--- src/design/bek_pkg.sv ---
// Package: types, codes and character helpers for the body end keyword scanner.
`timescale 1ns / 1ps

package bek_pkg;

	localparam int unsigned PosW    = 32;
	localparam int unsigned LenW    = 4;
	localparam int unsigned StatusW = 3;
	localparam int unsigned ByteW   = 8;
	localparam int unsigned OutDataW = 40;

	localparam logic [LenW-1:0] LenMax  = 4'd15;
	localparam logic [LenW-1:0] EndLen  = 4'd3;
	localparam logic [LenW-1:0] FuncLen = 4'd8;

	localparam logic [ByteW-1:0] ChSlash = 8'h2F;
	localparam logic [ByteW-1:0] ChStar  = 8'h2A;
	localparam logic [ByteW-1:0] ChQuote = 8'h27;
	localparam logic [ByteW-1:0] ChLf    = 8'h0A;

	typedef enum logic [2:0] {
		MODE_NORMAL,
		MODE_SLASH,
		MODE_LINE,
		MODE_BLOCK,
		MODE_BLOCK_STAR,
		MODE_STRING,
		MODE_STRING_QUOTE,
		MODE_IDENT
	} mode_t;

	typedef enum logic [StatusW-1:0] {
		ST_END_FOUND       = 3'd0,
		ST_OPEN_COMMENT    = 3'd1,
		ST_OPEN_STRING     = 3'd2,
		ST_FUNCTION_INSIDE = 3'd3,
		ST_NO_END          = 3'd4
	} status_t;

	typedef struct packed {
		logic [ByteW-1:0] source_byte;
		logic             first_byte;
		logic             last_byte;
	} in_item_t;

	typedef struct packed {
		logic            valid;
		status_t         status;
		logic [PosW-1:0] position;
	} scan_res_t;

	function automatic logic is_ident_start(input logic [ByteW-1:0] b);
		return (b >= 8'h41 && b <= 8'h5A) || (b >= 8'h61 && b <= 8'h7A) || b == 8'h5F;
	endfunction

	function automatic logic is_ident_cont(input logic [ByteW-1:0] b);
		return is_ident_start(b) || (b >= 8'h30 && b <= 8'h39);
	endfunction

	// "end"
	function automatic logic [ByteW-1:0] kw_end_char(input logic [1:0] i);
		logic [ByteW-1:0] c;
		unique case (i)
			2'd0: c = 8'h65;
			2'd1: c = 8'h6E;
			2'd2: c = 8'h64;
			default: c = 8'h65;
		endcase
		return c;
	endfunction

	// "function"
	function automatic logic [ByteW-1:0] kw_func_char(input logic [2:0] i);
		logic [ByteW-1:0] c;
		unique case (i)
			3'd0: c = 8'h66;
			3'd1: c = 8'h75;
			3'd2: c = 8'h6E;
			3'd3: c = 8'h63;
			3'd4: c = 8'h74;
			3'd5: c = 8'h69;
			3'd6: c = 8'h6F;
			default: c = 8'h6E;
		endcase
		return c;
	endfunction

endpackage

--- src/design/body_end_keyword_scanner_core.sv ---
// Top level: body end keyword scanner with input register, scan logic and result register.
`timescale 1ns / 1ps

// Takes one source byte per cycle and sustains one byte per clock unless the result register
// is stalled; a byte reaches the scan logic from the input register and any result it causes
// is loaded into the output register when that byte advances. The lexer state is a single
// register set updated once per byte, which sets the rate. Each scan, begun by a transaction
// with tuser set, yields exactly one result transaction; bytes after it are dropped until the
// next first byte. base_offset, written through cfg_wr_en, is added to every reported
// position; the user must write it only while the block is idle: the block does not enforce it.
module body_end_keyword_scanner_core import bek_pkg::*; (
	input  logic                clk,
	input  logic                arst_n,
	input  logic                s_axis_tvalid,
	output logic                s_axis_tready,
	input  logic [ByteW-1:0]    s_axis_tdata,  // [7:0] source_byte
	input  logic [0:0]          s_axis_tuser,  // [0] first_byte
	input  logic                s_axis_tlast,  // last_byte
	output logic                m_axis_tvalid,
	input  logic                m_axis_tready,
	output logic [OutDataW-1:0] m_axis_tdata,  // [2:0] status, [34:3] position, [39:35] zero
	input  logic                cfg_wr_en,
	input  logic [PosW-1:0]     cfg_wr_data    // base_offset
);

	logic            valid_s1;
	in_item_t        item_s1;
	in_item_t        in_item;
	logic            advance;
	scan_res_t       res;
	logic [PosW-1:0] base_offset_q;
	logic            out_valid_q;
	status_t         out_status_q;
	logic [PosW-1:0] out_pos_q;

	assign in_item.source_byte = s_axis_tdata;
	assign in_item.first_byte  = s_axis_tuser[0];
	assign in_item.last_byte   = s_axis_tlast;

	assign advance = valid_s1 && (!out_valid_q || m_axis_tready);

	bek_in_stage u_in (
		.clk      (clk),
		.arst_n   (arst_n),
		.in_valid (s_axis_tvalid),
		.in_ready (s_axis_tready),
		.in_item  (in_item),
		.advance  (advance),
		.valid_s1 (valid_s1),
		.item_s1  (item_s1)
	);

	bek_scan u_scan (
		.clk         (clk),
		.arst_n      (arst_n),
		.advance     (advance),
		.item        (item_s1),
		.base_offset (base_offset_q),
		.res         (res)
	);

	always_ff @(posedge clk or negedge arst_n) begin
		if (!arst_n) begin
			base_offset_q <= '0;
		end else if (cfg_wr_en) begin
			base_offset_q <= cfg_wr_data;
		end
	end

	always_ff @(posedge clk or negedge arst_n) begin
		if (!arst_n) begin
			out_valid_q <= 1'b0;
		end else if (res.valid) begin
			out_valid_q <= 1'b1;
		end else if (m_axis_tready) begin
			out_valid_q <= 1'b0;
		end
	end

	always_ff @(posedge clk) begin
		if (res.valid) begin
			out_status_q <= res.status;
			out_pos_q    <= res.position;
		end
	end

	assign m_axis_tvalid = out_valid_q;
	assign m_axis_tdata  = {{(OutDataW - PosW - StatusW){1'b0}}, out_pos_q, out_status_q};

endmodule

--- src/design/bek_in_stage.sv ---
// Input register stage: holds one accepted byte transaction until the scanner takes it.
`timescale 1ns / 1ps

module bek_in_stage import bek_pkg::*; (
	input  logic     clk,
	input  logic     arst_n,
	input  logic     in_valid,
	output logic     in_ready,
	input  in_item_t in_item,
	input  logic     advance,
	output logic     valid_s1,
	output in_item_t item_s1
);

	logic vld_s1;

	assign in_ready = !vld_s1 || advance;
	assign valid_s1 = vld_s1;

	always_ff @(posedge clk or negedge arst_n) begin
		if (!arst_n) begin
			vld_s1 <= 1'b0;
		end else if (in_ready) begin
			vld_s1 <= in_valid;
		end
	end

	always_ff @(posedge clk) begin
		if (in_ready && in_valid) begin
			item_s1 <= in_item;
		end
	end

endmodule

--- src/design/bek_scan.sv ---
// Lexer state and per-byte scan logic; yields at most one result per byte.
`timescale 1ns / 1ps

module bek_scan import bek_pkg::*; (
	input  logic            clk,
	input  logic            arst_n,
	input  logic            advance,
	input  in_item_t        item,
	input  logic [PosW-1:0] base_offset,
	output scan_res_t       res
);

	mode_t           mode_q, mode_d;
	logic [PosW-1:0] pos_q, pos_d;
	logic [PosW-1:0] ts_q, ts_d;
	logic [LenW-1:0] len_q, len_d;
	logic            em_q, em_d;
	logic            fm_q, fm_d;
	logic            done_q, done_d;

	logic [ByteW-1:0] b;
	logic [PosW-1:0]  p;
	logic             hit;
	status_t          hit_status;
	logic             use_base;
	logic             plain;

	always_comb begin
		b          = item.source_byte;
		mode_d     = mode_q;
		pos_d      = pos_q;
		ts_d       = ts_q;
		len_d      = len_q;
		em_d       = em_q;
		fm_d       = fm_q;
		done_d     = done_q;
		hit        = 1'b0;
		hit_status = ST_NO_END;
		use_base   = 1'b0;
		plain      = 1'b0;
		p          = pos_q;

		if (item.first_byte) begin
			mode_d = MODE_NORMAL;
			pos_d  = '0;
			ts_d   = '0;
			len_d  = '0;
			em_d   = 1'b1;
			fm_d   = 1'b1;
			done_d = 1'b0;
		end

		if (!done_d) begin
			p     = pos_d;
			pos_d = pos_d + 1'b1;

			unique case (mode_d)
				MODE_SLASH: begin
					if (b == ChSlash) begin
						mode_d = MODE_LINE;
					end else if (b == ChStar) begin
						mode_d = MODE_BLOCK;
					end else begin
						plain = 1'b1;
					end
				end
				MODE_LINE: begin
					if (b == ChLf) begin
						mode_d = MODE_NORMAL;
					end
				end
				MODE_BLOCK: begin
					if (b == ChStar) begin
						mode_d = MODE_BLOCK_STAR;
					end
				end
				MODE_BLOCK_STAR: begin
					if (b == ChSlash) begin
						mode_d = MODE_NORMAL;
					end else if (b != ChStar) begin
						mode_d = MODE_BLOCK;
					end
				end
				MODE_STRING: begin
					if (b == ChQuote) begin
						mode_d = MODE_STRING_QUOTE;
					end
				end
				MODE_STRING_QUOTE: begin
					if (b == ChQuote) begin
						mode_d = MODE_STRING;
					end else begin
						plain = 1'b1;
					end
				end
				MODE_IDENT: begin
					if (is_ident_cont(b)) begin
						em_d = em_d && (len_d < EndLen) && (b == kw_end_char(len_d[1:0]));
						fm_d = fm_d && (len_d < FuncLen) && (b == kw_func_char(len_d[2:0]));
						if (len_d < LenMax) begin
							len_d = len_d + 1'b1;
						end
					end else if (len_d == EndLen && em_d) begin
						hit        = 1'b1;
						hit_status = ST_END_FOUND;
					end else if (len_d == FuncLen && fm_d) begin
						hit        = 1'b1;
						hit_status = ST_FUNCTION_INSIDE;
					end else begin
						plain = 1'b1;
					end
				end
				default: begin
					plain = 1'b1;
				end
			endcase

			// ordinary byte scanned in normal mode
			if (plain) begin
				mode_d = MODE_NORMAL;
				if (b == ChSlash) begin
					mode_d = MODE_SLASH;
					ts_d   = p;
				end else if (b == ChQuote) begin
					mode_d = MODE_STRING;
					ts_d   = p;
				end else if (is_ident_start(b)) begin
					mode_d = MODE_IDENT;
					ts_d   = p;
					len_d  = 4'd1;
					em_d   = (b == kw_end_char(2'd0));
					fm_d   = (b == kw_func_char(3'd0));
				end
			end

			if (!hit && item.last_byte) begin
				hit = 1'b1;
				priority case (mode_d)
					MODE_BLOCK, MODE_BLOCK_STAR: hit_status = ST_OPEN_COMMENT;
					MODE_STRING:                 hit_status = ST_OPEN_STRING;
					MODE_IDENT: begin
						if (len_d == EndLen && em_d) begin
							hit_status = ST_END_FOUND;
						end else if (len_d == FuncLen && fm_d) begin
							hit_status = ST_FUNCTION_INSIDE;
						end else begin
							hit_status = ST_NO_END;
							use_base   = 1'b1;
						end
					end
					default: begin
						hit_status = ST_NO_END;
						use_base   = 1'b1;
					end
				endcase
			end

			if (hit) begin
				done_d = 1'b1;
			end
		end

		res.valid    = advance && hit;
		res.status   = hit_status;
		res.position = use_base ? base_offset : base_offset + ts_d;
	end

	always_ff @(posedge clk or negedge arst_n) begin
		if (!arst_n) begin
			mode_q <= MODE_NORMAL;
			pos_q  <= '0;
			ts_q   <= '0;
			len_q  <= '0;
			em_q   <= 1'b1;
			fm_q   <= 1'b1;
			done_q <= 1'b0;
		end else if (advance) begin
			mode_q <= mode_d;
			pos_q  <= pos_d;
			ts_q   <= ts_d;
			len_q  <= len_d;
			em_q   <= em_d;
			fm_q   <= fm_d;
			done_q <= done_d;
		end
	end

endmodule

--- config.mk ---
export PLATFORM = sky130hd
export DESIGN_NAME = body_end_keyword_scanner_core
export DESIGN_NICKNAME = d
export VERILOG_FILES = /design/src/design/bek_pkg.sv /design/src/design/body_end_keyword_scanner_core.sv /design/src/design/bek_in_stage.sv /design/src/design/bek_scan.sv
export SDC_FILE = /design/constraint.sdc
export NUM_CORES = 1
export LEC_CHECK = 0
export BUFFER_PORTS_ARGS = -buffer_cell sky130_fd_sc_hd__clkbuf_2
export CAP_MARGIN = 20
export CORE_MARGIN = 4
export CORE_UTILIZATION = 35
export CTS_CLUSTER_SIZE = 40
export DETAILED_ROUTE_END_ITERATION = 10
export PLACE_DENSITY = 0.6
export SLEW_MARGIN = 20
export SYNTH_ARGS = -nofsm -noshare
export SYNTH_HDL_FRONTEND = slang
export SYNTH_SLANG_ARGS = --single-unit
--- constraint.sdc ---
create_clock -name clk -period 5.1 [get_ports clk]
set_input_delay 1.02 -clock clk [delete_from_list [all_inputs] [get_ports clk]]
set_output_delay 1.02 -clock clk [all_outputs]
set_load 0.01 [all_outputs]
After elaboration in Yosys (flattened, before gate mapping)

Cells that the tools add are included.

Flip-flop bits (word level): 153
Input port bits: 47

Add/subtract/negate cells: 3
Order comparisons: 9
Equal/unequal tests: 32
Mux-type cells: 95
Reductions and logical operators: 28

Operators by type and width:

| cell                                                                   | count |
|---|---|
| 32-bit two-way mux                                                     | 9 |
| 3-bit two-way mux                                                      | 22 |
| 8-bit two-way mux                                                      | 6 |
| 1-bit two-way mux                                                      | 42 |
| 4-bit two-way mux                                                      | 10 |
| 32-bit by 1-bit adder with 32-bit output (second input constant)       | 1 |
| 32-bit adder                                                           | 1 |
| 3-bit equality test (second input constant)                            | 10 |
| 5-bit case mux with 6 select lines                                     | 1 |
| 8-bit by 6-bit equality test with 1-bit output (second input constant) | 3 |
| 8-bit by 7-bit equality test with 1-bit output (second input constant) | 3 |
| 3-bit case mux with 6 select lines                                     | 1 |
| 8-bit equality test                                                    | 2 |
| 8-bit by 7-bit >= comparator with 1-bit output (second input constant) | 2 |
| 8-bit by 7-bit <= comparator with 1-bit output (second input constant) | 2 |
| 1-bit logical AND                                                      | 15 |
| 3-bit by 2-bit equality test with 1-bit output (second input constant) | 4 |
| 3-bit case mux with 3 select lines                                     | 1 |
| 4-bit by 2-bit equality test with 1-bit output (second input constant) | 2 |
| 4-bit equality test (second input constant)                            | 2 |
| 8-bit by 4-bit equality test with 1-bit output (second input constant) | 1 |
| 8-bit by 6-bit >= comparator with 1-bit output (second input constant) | 1 |
| 8-bit by 6-bit <= comparator with 1-bit output (second input constant) | 1 |
| 4-bit < comparator (second input constant)                             | 2 |
| 16 further kinds                                                       | 23 |

Logic depth before layout (Yosys ltp)

Gate-level depths: netlist of the first run.

Word-level depth: 24
Mapped depth: 24
Gate-level depth less buffers: 22

Cells and area by module

A second synthesis of the first run with hierarchy kept.

Cell total of the unflattened synthesis: 935
Area total of the unflattened synthesis: 9605.5 µm²

Modules (own cells, without submodules):

| module                        | times used | cells an instance | area an instance (µm²) | sequential area each (µm²) |
|---|---|---|---|---|
| bek_scan                      | 1          | 808               | 6770.2                 | 1854.3 |
| body_end_keyword_scanner_core | 1          | 113               | 2481.1                 | 1876.8 |
| bek_in_stage                  | 1          | 14                | 354.1                  | 325.3 |

Worst setup path before layout of the first run

OpenSTA, ideal clock, no wires.

Path type: reg-to-reg
Start: register, netlist name u_in.item_s1[1]
End: register out_pos_q[28] (data pin)
Arrival time: 5124 ps
Required time: 4840 ps
Path slack: -284 ps
Stages on the path, launching flop included: 24
Buffers on the path: 2
Path through: edfxtp_1 clkbuf_1 inv_1 nand2_1 ha_1 nor2b_1 nand4_1 o21ai_0 o41a_4 nor3_2 buf_2 mux2i_1 nor2_1 ha_1 inv_1 fa_1 nor2b_1 o31a_1 o221a_2 o21ai_0 a21oi_1 o41ai_1 o211ai_1 mux2_4

RTL lines:

| element              | RTL line                            | text |
|---|---|---|
| to (signal assigned) | body_end_keyword_scanner_core.sv:83 | `out_pos_q <= res.position;` |
| to (decl)            | body_end_keyword_scanner_core.sv:34 | `logic [PosW-1:0] out_pos_q;` |

==> results of run 1 <==
[routing by layer]
metal  wire [um]  track usage  share of wire
met1       12100        0.235           0.50
met2       11300        0.248           0.46
met3         908       0.0278          0.037
met4         203       0.0330         0.0083
met5           0            0              0
[worst max-delay path, cell delays in order, from the launching register on]
cell and delay (ns):
edfxtp_1 0.39, or4_1 0.52, a21o_1 0.19, o211a_4 0.16, o41a_4 0.37, nor3_4 0.17
buf_6 0.15, buf_12 0.14, buf_12 0.15, mux2i_4 0.23, nor2_1 0.06, ha_1 0.43
and3_4 0.24, nand4_1 0.27, nor3b_2 0.34, a211oi_4 0.09, a21oi_4 0.21, o41ai_4 0.10
nand3_1 0.11, o211ai_1 0.09, mux2_4 0.27
[Yosys cell counts (all sizes together) (3+ instances only)]
cell | n | area (um^2)
a21oi | 39 | 195
a211oi | 8 | 60.1
nor4 | 4 | 25.0
a21o | 17 | 128
nor2b | 14 | 87.6
o31ai | 34 | 255
ha | 38 | 475
o211a | 5 | 50.1
or4 | 3 | 22.5
o21bai | 6 | 45.0
or2 | 6 | 37.5
buf | 14 | 106
nand4b | 4 | 35.0
xor2 | 23 | 201
o311ai | 3 | 26.3
nand2b | 11 | 68.8
nor3b | 5 | 37.5
inv | 22 | 82.6
and2 | 7 | 43.8
edfxtp | 45 | 1350
o21a | 8 | 60.1
o221ai | 3 | 26.3
nand3 | 25 | 125
mux2 | 62 | 803
mux2i | 38 | 393
nor3 | 19 | 100
nor2 | 74 | 278
o211ai | 7 | 57.6
clkbuf | 39 | 146
and4b | 3 | 30.0
and3 | 9 | 56.3
and4 | 5 | 43.8
dfrtp | 106 | 2650
o21ai | 53 | 269
xnor2 | 30 | 263
nor4b | 3 | 26.3
nand4 | 12 | 75.1
nand2 | 121 | 454
a311oi | 5 | 43.8
or3 | 4 | 25.0
o22ai | 3 | 18.8
a31oi | 4 | 25.0
[metrics by stage]
stage	total power, W	cells
after floorplan	0.00209	977
after global placement	0.00236	1425
after detailed placement	0.00237	1425
after CTS	0.00365	1461
after global routing	0.00385	1473
final	0.00366	1473
[logic make-up after synthesis]
logic type | count (synthesis) | synth area share
other | 1 | 0.000388
flip-flops | 153 | 0.420
multiplexers | 100 | 0.124
buffers and inverters | 75 | 0.0347
adder cells (fa/ha/maj) | 39 | 0.0513
AO/OA/AOI/OAI | 218 | 0.154
AND/OR/NAND/NOR | 334 | 0.167
XOR/XNOR | 53 | 0.0481
[where the power goes]
part           internal (W)  switching (W)  leakage (nW)
combinational      0.000428       0.000469          3.05
clock              0.000740       0.000530         0.289
sequential          0.00139       0.000108          1.83
[what timing repair did]
action	4_1_cts	5_1_grt
gates resized for setup	5	75
setup buffers	4	11
endpoints found under the hold margin	0	0
setup endpoints to repair	11	14
pin swaps	3	36
gates cloned	0	1
[cell type report]
type                            count  area, um^2  area share
Inverter                           22        82.6     0.00689
Sequential cell                   153        4060       0.339
Tap cell                          341         427      0.0356
Multi-Input combinational cell    749        5650       0.471
Clock buffer                       25         539      0.0450
Clock inverter                      7        52.6     0.00439
Timing Repair Buffer              176        1170      0.0981
[sequential cells by signal (all words and copies together), names as in the netlist]
| name | cells |
|---|---|
| u_in.valid_s1 | 1 |
| u_scan.fm_q | 1 |
| out_status_q | 3 |
| u_scan.len_q | 4 |
| u_in.item_s1 | 10 |
| u_scan.mode_q | 3 |
| base_offset_q | 32 |
| m_axis_tvalid | 1 |
| u_scan.done_q | 1 |
| u_scan.ts_q | 32 |
| out_pos_q | 32 |
| u_scan.em_q | 1 |
| u_scan.pos_q | 32 |
[layout by cell type (no fill, tap or decap), types with 5 or more instances in the layout]
master       n
nand2_1    117
dfrtp_1    106
buf_4       89
clkbuf_2    82
nor2_1      72
edfxtp_1    45
o21ai_0     43
o31ai_1     34
mux2_2      34
ha_1        34
xnor2_1     30
a21oi_1     30
mux2_4      28
mux2i_1     27
nand3_1     24
xor2_1      23
clkbuf_16   21
inv_1       20
nor3_1      17
a21o_1      16
nor2b_1     13
nand4_1     12
nand2b_1    11
o21a_1       8
and3_1       8
a21oi_2      8
o21ai_2      7
mux2i_4      7
and2_1       6
a211oi_1     6
o211ai_1     6
o21bai_1     6
and4_1       5
conb_1       5
[worst min-delay path by stage]
stage / to / startpoint / slack [ns]
detailed placement: u_scan.ts_q[24] / u_scan.ts_q[24] / 0.46
global route: u_scan.ts_q[24] / u_scan.ts_q[24] / 0.50
global placement: u_scan.ts_q[29] / u_scan.ts_q[29] / 0.46
CTS: u_scan.ts_q[24] / u_scan.ts_q[24] / 0.48
floorplan: u_scan.ts_q[0] / u_scan.ts_q[0] / 0.45
finish: u_scan.ts_q[24] / u_scan.ts_q[24] / 0.47
==> run metrics, run 1 <==
pre-CTS setup slack=-0.206 ns; Crit. End Element=register; Seq/Total Area, Yosys=0.420; Worst slew margin=0.376; CTS Buf Count=17; CP startpoint kind=register; worst hold stages=2; first-pass GRT wire length=39900 um; Post-synth EDFFs=45; initial antenna violation count=0; I/O pins=between 80 and 90; Die Width=174 um; vias in the first global route=roughly 7600; Max H-tree Level=4; Clock Latency Late Sink=0.43 ns; IO Port Bufs=83; Final Cycle Share=0.968; worst slew pin tran=around 0.94 ns; Layout Utilization=0.443; post-route design area=0.0120 mm^2; critical path arrival=5.11 ns; worst r2r path cells=20; GRT overflow=0; DIE HEIGHT=174 um; CTS tree=yes; root buffer cell=clkbuf_16; Req. time, crit path=5.28 ns; drt pass-1 iters=5; final worst path period need=4.94 ns; hold bufs inserted after CTS=0; final net count=1205; setup slack after layout=0.163 ns; Placeable Area=0.0270 mm^2; Worst Setup EP=out_pos_q[28]; cell area after synthesis=0.00965 mm^2; clk buf depth=2; clock-pin slew on the worst setup and hold paths=0.07 ns; Clock Sinks=153; VDD IR-drop max=~0.20 mV; DP Wirelength=17000 um; Initial DRC Count=481; TNS Setup=0 ns; Detailed Route WL=24500 um; GRT Resource Usage Total=0.160; r2r setup slk=0.16 ns; Hold Slack=0.472 ns; Wirelength per Cell=16.6 um; Worst R2R End=out_pos_q[28]; Max Clk Rate=0.203 GHz; #FFs+latches synth=153; status=finished clean; Worst Path Class, Setup=reg -> reg; final hold vios=0; Post-DRT Antenna Nets=0; most used flip-flop cell after synthesis=dfrtp_1; Area Growth Syn to Fin=24.1%; fillers=2581; share of cells above drive strength 1=0.298; fin. max-slew vios=0; critical-path maximum fanout=8; async set-or-reset flop fraction in the synthesized netlist=0.706; Hold Crit Class=reg -> reg; # diodes=0; post-DR vias/cell=about 5.3; Worst Setup SP=u_in.item_s1[2]; Area after DPL=0.0109 mm^2; vias after detailed routing=7767; Static Leak=between 5 and 6 nW; max_cap viols=0; largest net degree at the start of global routing=93; Clock Skew=~0.014 ns; Avg Synthesized Cell Area=9.92 um^2; placer congestion estimate=0.888; Site Rows=60; DIE AREA=0.0303 mm^2; # setup viols final=0; DRC violations left=0; pwr dens=306 mW/mm^2; Starting Density=0.357; Synth Warn #=0; r2r startpoint=u_in.item_s1[2]; Cell variety after synth=79; Synth Instances=973
(Power assumes the default switching activity.)
==> run 2: changes to the inputs <==
- CTS_BUF_LIST: unset -> sky130_fd_sc_hd__clkbuf_4 sky130_fd_sc_hd__clkbuf_8 sky130_fd_sc_hd__clkbuf_16
- PLACE_DENSITY: 0.6 -> unset
==> run metrics, run 2 (synthesized netlist as in run 1, its figures left out) <==
Worst R2R End=out_pos_q[28]; final hold vios=0; critical-path maximum fanout=18; CTS tree=yes; post-DR vias/cell=about 5.3; hold bufs inserted after CTS=0; Static Leak=5.18 nW; Max Clk Rate=0.203 GHz; placer congestion estimate=0.888; Area Growth Syn to Fin=24.2%; Clock Latency Late Sink=0.43 ns; multi-input logic area=0.00565 mm^2; most frequent cells in the layout=117 x nand2_1, 106 x dfrtp_1, 89 x buf_4; GRT Resource Usage Total=0.160; pwr dens=307 mW/mm^2; Hold Slack=0.473 ns; Wirelength per Cell=16.6 um; Worst Setup SP=u_in.item_s1[1]; DRC violations left=0; Clock power frac=0.350; fillers=2582; CP startpoint kind=register; Max H-tree Level=4; vias after detailed routing=7802; Die Width=174 um; DIE HEIGHT=between 150 and 200 um; GRT overflow=0; Post-DRT Antenna Nets=0; final worst path period need=4.92 ns; status=finished clean; critical path arrival=5.10 ns; Gate power share=0.244; Worst path max stage delay=about 0.51 ns; Detailed Route WL=between 20000 and 25000 um; clk buf depth=2; dpl cells=1425; IO Port Bufs=83; Post-Layout Cell Count=~1500; commonest non-fill, non-tap cell in the layout=nand2_1; clock-pin slew on the worst setup and hold paths=0.07 ns; Crit. End Element=register; Worst Path Class, Setup=reg -> reg; initial antenna violation count=0; Starting Density=0.357; largest net degree at the start of global routing=93; worst slew pin tran=0.935 ns; Req. time, crit path=around 5.3 ns; CTS Buf Count=17; Clock Skew=0.0146 ns; Layout Utilization=0.444; worst r2r path cells=22; Site Rows=60; Placeable Area=0.0270 mm^2; VDD IR-drop max=0.206 mV; worst hold stages=2; DP Wirelength=about 17000 um; # diodes=0; max_cap viols=0; root buffer cell=clkbuf_16; TNS Setup=0 ns; share of cells above drive strength 1=0.300; Final Cycle Share=0.965; I/O pins=89; vias in the first global route=7601; crit path max-delay cell type=o41a_4; fin. max-slew vios=0; Worst slew margin=0.377; Int Pwr=0.00257 W; # setup viols final=0; switch share=0.301; Hold Crit Class=reg -> reg; Clock Sinks=153; drt pass-1 iters=5; Area after DPL=0.0109 mm^2; Sequential Power Share=0.406; crit path cell chain=buf_4 -> buf_4 -> nand2b_1 -> nand2_1 -> o21ai_2 -> o41a_4 -> nor3_4 -> buf_6 -> buf_12 -> buf_12 -> mux2i_4 -> nor2_1 -> ha_1 -> and3_4 -> nand4_1 -> nor3b_2 -> a211oi_4 -> a21oi_4 -> o41ai_4 -> nand3_1 -> o211ai_1 -> mux2_4; FF/Latch Area=0.00406 mm^2; first-pass GRT wire length=40100 um; final net count=1205; Initial DRC Count=490; post-route design area=roughly 0.012 mm^2; Worst Setup EP=out_pos_q[28]; r2r startpoint=u_in.item_s1[1]; Switch Pwr=0.00111 W; DIE AREA=0.0303 mm^2; r2r setup slk=0.18 ns
==> run 2: worst max-delay path, delay by kind of cell, from the launching register on <==
kind | cells | cell delay [ns]
muxes | 2 | 0.50
buffers and inverters | 5 | 0.77
DFF | 1 | 0.41
adders and majority gates | 1 | 0.43
AOI/OAI and AO/OA | 6 | 1.09
and+or+nand+nor | 8 | 1.45
==> run 2: metal layers <==
metal,vias up,track usage,wire length (um)
li1,3847,-,-
met1,3794,0.235,12100
met2,147,0.250,11300
met3,14,0.0278,865
met4,0,0.0330,210
met5,-,0,0
==> run 2: worst min path at each step <==
| stage | from | end |
|---|---|---|
| finish | u_scan.ts_q[24] | u_scan.ts_q[24] |
| global route | u_scan.ts_q[24] | u_scan.ts_q[24] |
| CTS | u_scan.ts_q[24] | u_scan.ts_q[24] |
| detailed placement | u_scan.ts_q[24] | u_scan.ts_q[24] |
| global placement | u_scan.ts_q[29] | u_scan.ts_q[29] |
| floorplan | u_scan.ts_q[0] | u_scan.ts_q[0] |
==> run 2: power by group through the flow <==
stage | Clock (W) | Sequential, W | Combinational, W
3_5_place_dp | 0 | 0.00151 | 0.000853
2_1_floorplan | 0 | 0.00148 | 0.000613
6_report | 0.00129 | 0.00150 | 0.000898
3_3_place_gp | 0 | 0.00151 | 0.000842
5_1_grt | 0.00137 | 0.00151 | 0.000987
4_1_cts | 0.00132 | 0.00149 | 0.000862
==> run 2: per-stage QoR <==
stage / setup slack (ns) / total power, W
6_report: 0.176 / 0.00368
5_1_grt: -0.0523 / 0.00387
4_1_cts: 0.0187 / 0.00367
3_5_place_dp: -0.206 / 0.00237
3_3_place_gp: -0.101 / 0.00236
2_1_floorplan: -0.00407 / 0.00209
==> run 2: cell type report <==
cell class / count / area share
clock buffers: 25 / 0.0459
clock inverters: 7 / 0.00438
inverters: 22 / 0.00689
multi-input cells: 749 / 0.471
flip-flops and latches: 153 / 0.338
well taps: 341 / 0.0356
repair buffers: 176 / 0.0980
==> run 2: repair_timing <==
item / 4_1_cts / 5_1_grt
gates cloned: 0 / 1
resized for setup: 6 / 74
buffers inserted: 4 / 11
pin swaps: 3 / 36
endpoints found under the setup margin: 11 / 14
